## src/rtl/isort_pkg.sv

```systemverilog
`default_nettype none
// ----------------------------------------------------------------------------
// isort_pkg
// Shared types and constants of the indexed integer sorter.
// ----------------------------------------------------------------------------
package isort_pkg;

	localparam int DATA_W = 32;

	typedef enum logic [1:0] {
		ST_LOAD,
		ST_SCAN,
		ST_DRAIN,
		ST_EMIT
	} isort_state_t;

	// controller -> datapath
	typedef struct packed {
		logic load;     // input transaction in the load phase
		logic start;    // last item accepted: freeze base, open the first scan
		logic scan_rd;  // issue one store read
		logic emit;     // result transaction: advance to the next rank
		logic run_end;  // final result taken: empty the store
	} isort_cmd_t;

	// datapath -> controller
	typedef struct packed {
		logic scan_last; // read address is the last filled slot
		logic run_last;  // the pending result is the final one of the run
	} isort_stat_t;

endpackage : isort_pkg
`default_nettype wire

```

## src/rtl/isort_in_if.sv

```systemverilog
`default_nettype none
// ----------------------------------------------------------------------------
// isort_in_if
// Input channel of the sorter: one vector element per transaction.
// ----------------------------------------------------------------------------
interface isort_in_if;
	logic               valid;
	logic               ready;
	logic signed [31:0] value_in;
	logic               last_in;

	modport source (output valid, output value_in, output last_in, input ready);
	modport sink (input valid, input value_in, input last_in, output ready);
endinterface : isort_in_if
`default_nettype wire

```

## src/rtl/isort_out_if.sv

```systemverilog
`default_nettype none
// ----------------------------------------------------------------------------
// isort_out_if
// Result channel of the sorter: one sorted element per transaction.
// ----------------------------------------------------------------------------
interface isort_out_if;
	logic               valid;
	logic               ready;
	logic signed [31:0] value_out;
	logic signed [31:0] original_index;
	logic               last_out;
	logic               overflow;

	modport source (output valid, output value_out, output original_index,
		output last_out, output overflow, input ready);
	modport sink (input valid, input value_out, input original_index,
		input last_out, input overflow, output ready);
endinterface : isort_out_if
`default_nettype wire

```

## src/rtl/isort_ram.sv

```systemverilog
`default_nettype none
// ----------------------------------------------------------------------------
// isort_ram
// Generic single-write, single-read RAM with registered read data.
// ----------------------------------------------------------------------------
module isort_ram #(
	parameter int WIDTH = 32,
	parameter int DEPTH = 64,
	parameter int AW    = (DEPTH > 1) ? $clog2(DEPTH) : 1
) (
	input  wire logic             clk,
	input  wire logic             we,
	input  wire logic [AW-1:0]    waddr,
	input  wire logic [WIDTH-1:0] wdata,
	input  wire logic [AW-1:0]    raddr,
	output logic      [WIDTH-1:0] rdata
);

	logic [WIDTH-1:0] mem_q [DEPTH];

	always_ff @(posedge clk) begin
		if (we) begin
			mem_q[waddr] <= wdata;
		end
		rdata <= mem_q[raddr];
	end

endmodule : isort_ram
`default_nettype wire

```

## src/rtl/isort_ctrl.sv

```systemverilog
`default_nettype none
// ----------------------------------------------------------------------------
// isort_ctrl
// Sequencer of the sorter: load, scan for the next rank, emit.
// ----------------------------------------------------------------------------
module isort_ctrl
	import isort_pkg::*;
(
	input  wire logic        clk,
	input  wire logic        arst_n,
	input  wire logic        item_valid,
	input  wire logic        item_last,
	output logic             item_ready,
	output logic             result_valid,
	input  wire logic        result_ready,
	input  wire isort_stat_t stat,
	output isort_cmd_t       cmd
);

	isort_state_t state_q, state_d;
	logic         item_fire, result_fire;

	assign item_ready   = (state_q == ST_LOAD);
	assign result_valid = (state_q == ST_EMIT);
	assign item_fire    = item_valid && item_ready;
	assign result_fire  = result_valid && result_ready;

	always_ff @(posedge clk or negedge arst_n) begin
		if (!arst_n) begin
			state_q <= ST_LOAD;
		end else begin
			state_q <= state_d;
		end
	end

	always_comb begin
		state_d = state_q;
		unique case (state_q)
			ST_LOAD: begin
				if (item_fire && item_last) state_d = ST_SCAN;
			end
			ST_SCAN: begin
				if (stat.scan_last) state_d = ST_DRAIN;
			end
			ST_DRAIN: begin
				state_d = ST_EMIT;
			end
			ST_EMIT: begin
				if (result_fire) state_d = stat.run_last ? ST_LOAD : ST_SCAN;
			end
			default: begin
				state_d = ST_LOAD;
			end
		endcase
	end

	always_comb begin
		cmd         = '0;
		cmd.load    = item_fire;
		cmd.start   = item_fire && item_last;
		cmd.scan_rd = (state_q == ST_SCAN);
		cmd.emit    = result_fire;
		cmd.run_end = result_fire && stat.run_last;
	end

endmodule : isort_ctrl
`default_nettype wire

```

## src/rtl/isort_dp.sv

```systemverilog
`default_nettype none
// ----------------------------------------------------------------------------
// isort_dp
// Datapath of the sorter: element store, minimum search, result registers.
// Each scan finds the smallest (value, slot) pair above the one emitted last.
// ----------------------------------------------------------------------------
module isort_dp
	import isort_pkg::*;
#(
	parameter int MAX_ITEMS = 64
) (
	input  wire logic               clk,
	input  wire logic               arst_n,
	input  wire isort_cmd_t         cmd,
	output isort_stat_t             stat,
	input  wire logic               cfg_wr_en,
	input  wire logic signed [31:0] cfg_wr_data,
	input  wire logic signed [31:0] value_in,
	output logic signed      [31:0] value_out,
	output logic signed      [31:0] original_index,
	output logic                    last_out,
	output logic                    overflow
);

	localparam int AW = (MAX_ITEMS > 1) ? $clog2(MAX_ITEMS) : 1;
	localparam int CW = $clog2(MAX_ITEMS + 1);
	localparam logic [CW-1:0] CAP = CW'(MAX_ITEMS);

	logic signed [31:0] base_q, run_base_q;
	logic [CW-1:0]      count_q, emitted_q, last_slot;
	logic               dropped_q;
	logic [AW-1:0]      rd_addr_q;
	logic               rd_vld_s1;
	logic [AW-1:0]      rd_pos_s1;
	logic signed [31:0] rd_data;
	logic signed [31:0] best_val_q, prev_val_q;
	logic [AW-1:0]      best_pos_q, prev_pos_q;
	logic               best_vld_q, prev_vld_q;
	logic               above_prev, below_best;

	isort_ram #(
		.WIDTH(DATA_W),
		.DEPTH(MAX_ITEMS),
		.AW   (AW)
	) u_store (
		.clk  (clk),
		.we   (cmd.load && (count_q < CAP)),
		.waddr(count_q[AW-1:0]),
		.wdata(value_in),
		.raddr(rd_addr_q),
		.rdata(rd_data)
	);

	assign last_slot      = count_q - CW'(1);
	assign stat.scan_last = ({{(CW-AW){1'b0}}, rd_addr_q} == last_slot);
	assign stat.run_last  = (emitted_q == last_slot);

	// ordering on (value, slot): slots are unique, so the order is strict
	assign above_prev = !prev_vld_q || (rd_data > prev_val_q) ||
		((rd_data == prev_val_q) && (rd_pos_s1 > prev_pos_q));
	assign below_best = !best_vld_q || (rd_data < best_val_q) ||
		((rd_data == best_val_q) && (rd_pos_s1 < best_pos_q));

	always_ff @(posedge clk or negedge arst_n) begin
		if (!arst_n) begin
			base_q     <= 32'sd1;
			count_q    <= '0;
			dropped_q  <= 1'b0;
			emitted_q  <= '0;
			rd_addr_q  <= '0;
			rd_vld_s1  <= 1'b0;
			best_vld_q <= 1'b0;
			prev_vld_q <= 1'b0;
		end else begin
			if (cfg_wr_en) begin
				base_q <= cfg_wr_data;
			end
			if (cmd.load) begin
				if (count_q < CAP) begin
					count_q <= count_q + CW'(1);
				end else begin
					dropped_q <= 1'b1;
				end
			end
			rd_vld_s1 <= cmd.scan_rd;
			if (cmd.scan_rd) begin
				rd_addr_q <= rd_addr_q + AW'(1);
			end
			if (rd_vld_s1 && above_prev && below_best) begin
				best_vld_q <= 1'b1;
			end
			if (cmd.start) begin
				rd_addr_q  <= '0;
				emitted_q  <= '0;
				best_vld_q <= 1'b0;
				prev_vld_q <= 1'b0;
			end
			if (cmd.emit) begin
				rd_addr_q  <= '0;
				emitted_q  <= emitted_q + CW'(1);
				best_vld_q <= 1'b0;
				prev_vld_q <= 1'b1;
			end
			if (cmd.run_end) begin
				count_q   <= '0;
				dropped_q <= 1'b0;
			end
		end
	end

	always_ff @(posedge clk) begin
		rd_pos_s1 <= rd_addr_q;
		if (cmd.start) begin
			run_base_q <= base_q;
		end
		if (rd_vld_s1 && above_prev && below_best) begin
			best_val_q <= rd_data;
			best_pos_q <= rd_pos_s1;
		end
		if (cmd.emit) begin
			prev_val_q <= best_val_q;
			prev_pos_q <= best_pos_q;
		end
	end

	assign value_out      = best_val_q;
	assign original_index = run_base_q + $signed({{(32-AW){1'b0}}, best_pos_q});
	assign last_out       = stat.run_last;
	assign overflow       = dropped_q;

endmodule : isort_dp
`default_nettype wire

```

## src/rtl/integer_sort_with_index.sv

```systemverilog
`default_nettype none
// ----------------------------------------------------------------------------
// integer_sort_with_index
// Argsort of a vector of signed 32-bit integers, ties by arrival order.
// ----------------------------------------------------------------------------
// Usage:
//   item   : one element per transaction (value_in, last_in). Elements are
//            taken one per cycle during load; those beyond MAX_ITEMS are
//            dropped and every result of that run carries overflow.
//   result : after the element marked last, all stored elements come out in
//            ascending order with original_index = base_index + arrival
//            position; last_out marks the final one.
//   cfg    : cfg_wr_en / cfg_wr_data write base_index (reset value 1); the
//            value held when the last element arrives is used for the run.
// Operation: each result takes one scan of the single-read store by the minimum
//   search and a final compare, then the result is offered and held through
//   receiver stalls; no element is taken until the run is drained.
// Reset clears the store count, the drop flag and the sequencer; a held
//   result waits in its registers for as long as the receiver stalls.
// ----------------------------------------------------------------------------
module integer_sort_with_index
	import isort_pkg::*;
#(
	parameter int MAX_ITEMS = 64
) (
	input  wire logic               clk,
	input  wire logic               arst_n,
	input  wire logic               cfg_wr_en,
	input  wire logic signed [31:0] cfg_wr_data,
	isort_in_if.sink                item,
	isort_out_if.source             result
);

	isort_cmd_t  cmd;
	isort_stat_t stat;

	isort_ctrl u_ctrl (
		.clk         (clk),
		.arst_n      (arst_n),
		.item_valid  (item.valid),
		.item_last   (item.last_in),
		.item_ready  (item.ready),
		.result_valid(result.valid),
		.result_ready(result.ready),
		.stat        (stat),
		.cmd         (cmd)
	);

	isort_dp #(
		.MAX_ITEMS(MAX_ITEMS)
	) u_dp (
		.clk           (clk),
		.arst_n        (arst_n),
		.cmd           (cmd),
		.stat          (stat),
		.cfg_wr_en     (cfg_wr_en),
		.cfg_wr_data   (cfg_wr_data),
		.value_in      (item.value_in),
		.value_out     (result.value_out),
		.original_index(result.original_index),
		.last_out      (result.last_out),
		.overflow      (result.overflow)
	);

endmodule : integer_sort_with_index
`default_nettype wire

```

## src/flat_wrapper.sv

```systemverilog
// flat-port wrapper written by rule: the top's interface ports become plain ports
module integer_sort_with_index_flat import isort_pkg::*;
#(
	parameter int MAX_ITEMS = 64
)
  (clk, arst_n, cfg_wr_en, cfg_wr_data, item_valid, item_value_in, item_last_in, item_ready, result_valid, result_value_out, result_original_index, result_last_out, result_overflow, result_ready);
  isort_in_if item_i ();
  isort_out_if result_i ();
  input  wire logic clk;
  input  wire logic arst_n;
  input  wire logic cfg_wr_en;
  input  wire logic signed [31:0] cfg_wr_data;
  input wire logic [$bits(item_i.valid)-1:0] item_valid;
  input wire logic [$bits(item_i.value_in)-1:0] item_value_in;
  input wire logic [$bits(item_i.last_in)-1:0] item_last_in;
  output wire logic [$bits(item_i.ready)-1:0] item_ready;
  output wire logic [$bits(result_i.valid)-1:0] result_valid;
  output wire logic [$bits(result_i.value_out)-1:0] result_value_out;
  output wire logic [$bits(result_i.original_index)-1:0] result_original_index;
  output wire logic [$bits(result_i.last_out)-1:0] result_last_out;
  output wire logic [$bits(result_i.overflow)-1:0] result_overflow;
  input wire logic [$bits(result_i.ready)-1:0] result_ready;
  assign item_i.valid = item_valid;
  assign item_i.value_in = item_value_in;
  assign item_i.last_in = item_last_in;
  assign item_ready = item_i.ready;
  assign result_valid = result_i.valid;
  assign result_value_out = result_i.value_out;
  assign result_original_index = result_i.original_index;
  assign result_last_out = result_i.last_out;
  assign result_overflow = result_i.overflow;
  assign result_i.ready = result_ready;
  integer_sort_with_index #(.MAX_ITEMS(MAX_ITEMS)) u_core (.clk(clk), .arst_n(arst_n), .cfg_wr_en(cfg_wr_en), .cfg_wr_data(cfg_wr_data), .item(item_i), .result(result_i));
endmodule
```

## config.mk

```make
export PLATFORM = sky130hd
export DESIGN_NAME = integer_sort_with_index_flat
export DESIGN_NICKNAME = d
export VERILOG_FILES = /design/src/rtl/isort_pkg.sv /design/src/rtl/isort_in_if.sv /design/src/rtl/isort_out_if.sv /design/src/rtl/isort_ram.sv /design/src/rtl/isort_ctrl.sv /design/src/rtl/isort_dp.sv /design/src/rtl/integer_sort_with_index.sv /design/src/flat_wrapper.sv
export SDC_FILE = /design/constraint.sdc
export NUM_CORES = 2
export LEC_CHECK = 0
export BUFFER_PORTS_ARGS = -buffer_cell sky130_fd_sc_hd__buf_2
export CORE_ASPECT_RATIO = 0.6
export CORE_UTILIZATION = 56
export DETAILED_ROUTE_END_ITERATION = 8
export GPL_TIMING_DRIVEN = 1
export PLACE_DENSITY = 0.75
export RECOVER_POWER = 100
export SYNTH_ARGS = -nofsm -noshare
export SYNTH_HDL_FRONTEND = slang
export SYNTH_HIERARCHICAL = 1
export SYNTH_SLANG_ARGS = --single-unit
```

## constraint.sdc

```tcl
create_clock -name clk -period 4.2 [get_ports clk]
set_clock_uncertainty 0.05 [all_clocks]
set_input_delay 0.42 -clock clk [delete_from_list [all_inputs] [get_ports clk]]
set_output_delay 0.42 -clock clk [all_outputs]
set_load 0.02 [all_outputs]
```

==> run_results.csv <==
group,metric,value,unit
timing,period_needed,4110,ps
yosys,yosys-top-cells-area,"edfxtp_1 74%, mux4_2 14%, dfrtp_1 1.6%",
yosys,ys_warn_count,6,
clocking,cts_tree,"yes",
routing,met3_length,32300,µm
critical_path,crit_path_end,"u_core/u_dp/u_store/rdata[19]",
run_status,failed_checks,"capacitance limit, slew limit",
critical_path,start_kind,"flip-flop",
finish,ff_latch_area,0.0670,mm²
global_route,grt_max_degree,65,
placed_design,dpl.hpwl,131000,µm
finish,area_growth,11.5,%
die,start_util,56.8,%
worst_hold_path,hold_class,"input port to flip-flop",
placed_design,numPortBuffers,137,
yosys,synth_compound_area_share,2.22,%
finish,fillerInstances,9997,
yosys,synth_cell_types,75,
clocking,root_buffer,"clkbuf_16",
job,cap_violations,49,
global_route,grt_overflow,0,
yosys,yosys-top-cells-count,"2,156 x edfxtp_1, 544 x mux4_2, 168 x nor2_1",
critical_path,crit_path_end_kind,"flip-flop",
yosys,syn_area,0.0872,mm²
power_and_ir_drop,p_per_area,593,mW/mm²
finish,multi_input_area,0.0193,mm²
power_and_ir_drop,p_leak,30.7,nW
clocking,cts_made_buffers,181,
yosys,yosysSeqAreaShare,76.8,%
critical_path,path_class,"flip-flop to flip-flop",
critical_path,rrSetupSlack,90,ps
routing,drc,0,
finish,final_nets,4548,
yosys,synth_edf_count,2156,
yosys,ys_ff_latch,2252,
routing,routed-wl-met2,94900,µm
yosys,synthSimpleGateAreaFrac,2.12,%
yosys,muxShareOfSynthArea,15.6,%
yosys,synth_top_area_share,74.2,%
timing,grt_setup_unrepaired,"false",
timing,maxSlewViolCount,2459,
yosys,async_flop_share,2.58,%
die,die_x,511,µm
yosys,synth-main-ff-cell,"edfxtp_1",
routing,met1_length,87100,µm
timing,hold_ws,54.9,ps
die,dieArea,0.157,mm²
routing,first_iter_violations,7080,
clocking,cts.clk_slew.worst_paths,70,ps
timing,hold_viol,0,
routing,detail_route.vias_per_cell,6.70,
global_route,grt_usage,28.3,%
critical_path,required,4860,ps
yosys,synthCells,4039,
timing,tns,0,ps
yosys,synthAdderAreaFrac,1.29,%
yosys,syn-num-nets,4198,
power_and_ir_drop,peakVddDrop,0.000511,V
clocking,cts_max_level,4,
yosys,yosysMostFrequentCell,"edfxtp_1",
critical_path,cp.arrival,4770,ps
critical_path,r2r-start,"u_core/u_dp/rd_addr_q[1]",
critical_path,worstRegToRegCells,8,
run_status,status,"complete, but fails checks",
timing,period_share,97.8,%
clocking,clkLatencyLatePin,820,ps
yosys,yosys.area.top_type,"edfxtp_1",
critical_path,r2r_end,"u_core/u_dp/u_store/rdata[19]",
clocking,clockBufferDepth,3,
placed_design,gp_congestion,0.858,
yosys,synth-xor-area-share,0.542,%
die,core,0.154,mm²
critical_path,crit_fanout,46,
timing,max_freq,0.243,GHz
routing,drt_pass1_iterations,6,
global_route,grt_pass1_vias,43300,
critical_path,critPathLaunch,"u_core/u_dp/rd_addr_q[1]",
routing,post_drt_wl_per_cell,33.4,µm
clocking,cts_num_sinks,2252,
timing,tightest_slew,3290,ps
timing,relSlewSlack,-119,%
routing,finalWirelength,220000,µm
global_route,grt_pass1_wl,314000,µm
die,rows,111,
yosys,syn_avg_cell_area,21.6,µm²
routing,detail-route-antenna-nets,0,
timing,setup_viol,0,
routing,vias,44000,
global_route,antenna_found_initial,15,
routing,highest_layer,"met5",
yosys,synth_top_family_by_area,"multiplexers",
die,io_pins,138,
die,die_y,308,µm
finish,final_layout_size_suffix_gt1_share,24.4,%
==> per-stage QoR <==
stage	setup slack [ps]	instance area (µm²)	utilization, %	std cells	total power [mW]
6_report	92.4	97200	63.3	6571	57.6
5_1_grt	17.9	97200	63.3	6570	59.6
4_1_cts	121	97900	63.7	6568	57.8
3_5_place_dp	138	91900	59.8	6203	41.4
3_3_place_gp	184	91900	59.8	6203	41.2
2_1_floorplan	366	87200	-	4039	36.3
==> what timing repair did <==
item	in CTS	in global routing
resized for setup	0	2
endpoints found under the setup margin	0	39
endpoints found under the hold margin	71	0
buffers inserted	0	1
hold buffers	36	0
==> cell usage in the layout, fill, tap and decap left out, types with 8 or more instances in the layout <==
cell           instances
clkbuf_4              14
nand2b_1              12
nand4_1               27
o221ai_1              27
nand2_1               64
nor3_1                17
clkbuf_8              17
a21oi_1               92
dlygate4sd3_1         36
nor2b_1               21
nand3_1               16
nor2_4                35
ha_1                  88
and3_1                11
buf_2                 47
o22ai_1               87
mux2i_1               95
mux2_2                33
clkbuf_2              54
clkinv_1              14
buf_4                 70
inv_1                 90
clkbuf_16            184
o21ai_0               17
dfrtp_1               54
xnor2_1               19
mux4_2               544
a21o_1                13
xor2_1                35
clkbuf_1             179
a311oi_1               8
nor2_2                12
a22oi_1               12
buf_12                24
edfxtp_1            2156
nor2_1               121
dfxtp_1               38
clkinv_2              32
==> cells by family after synthesis <==
family | after synthesis
xor+xnor | 54
compound gates | 297
flops | 2252
simple gates | 387
buf+inv | 287
mux | 673
fa+ha+maj | 89
==> worst max-delay path, cell delays in order (launching register included) <==
cell and delay (ps):
dfrtp_1 1620, buf_12 410, nand2b_1 150, clkbuf_4 440, o22ai_1 170, nor2_1 350, a21oi_1 220, nor2_1 250
clkbuf_4 290
==> routing by layer <==
| layer | vias up | global-route usage, % |
|---|---|---|
| li1 | 17500 | - |
| met1 | 23000 | 43.8 |
| met2 | 3197 | 40.2 |
| met3 | 331 | 7.63 |
| met4 | 18 | 7.08 |
| met5 | - | 0 |
==> final cells by class <==
| class | count | area share (%) |
|---|---|---|
| timing repair buffer | 364 | 2.52 |
| tap | 2034 | 2.62 |
| sequential | 2252 | 68.9 |
| inverter | 90 | 0.347 |
| clock inverter | 65 | 0.579 |
| antenna | 2 | 0.00515 |
| multi-input combinational | 1500 | 19.8 |
| clock buffer | 264 | 5.22 |
==> how the worst min path moves through the flow <==
stage                                  to              startpoint  cells past startpoint  slack (ps)
2_1_floorplan    u_core/u_ctrl/state_q[0]                  arst_n                      0          70
3_3_place_gp   u_core/u_dp/run_base_q[27]  u_core/u_dp/base_q[27]                      0         380
3_5_place_dp   u_core/u_dp/run_base_q[10]  u_core/u_dp/base_q[10]                      0         380
4_1_cts            u_core/u_dp/count_q[5]            result_ready                      3           6
5_1_grt          u_core/u_ctrl/state_q[1]            item_last_in                      4          70
6_report         u_core/u_ctrl/state_q[0]            result_ready                      4          50
==> state kept, by name (all words and copies together) (netlist names), 7 cells and up <==
register / count
u_core/u_dp/prev_val_q: 32
u_core/u_dp/count_q: 7
u_core/u_dp/u_store/mem_q: 2048
u_core/u_dp/base_q: 32
u_core/u_dp/u_store/rdata: 32
u_core/u_dp/run_base_q: 32
u_core/u_dp/emitted_q: 7
u_core/u_dp/value_out: 32
==> power breakdown <==
| part | internal [mW] | leakage [nW] | switching, mW |
|---|---|---|---|
| combinational | 6.51 | 7.54 | 7.77 |
| clock | 8.71 | 2.77 | 7.81 |
| sequential | 25.6 | 20.4 | 1.27 |
Power figures use the tool's default switching activity.
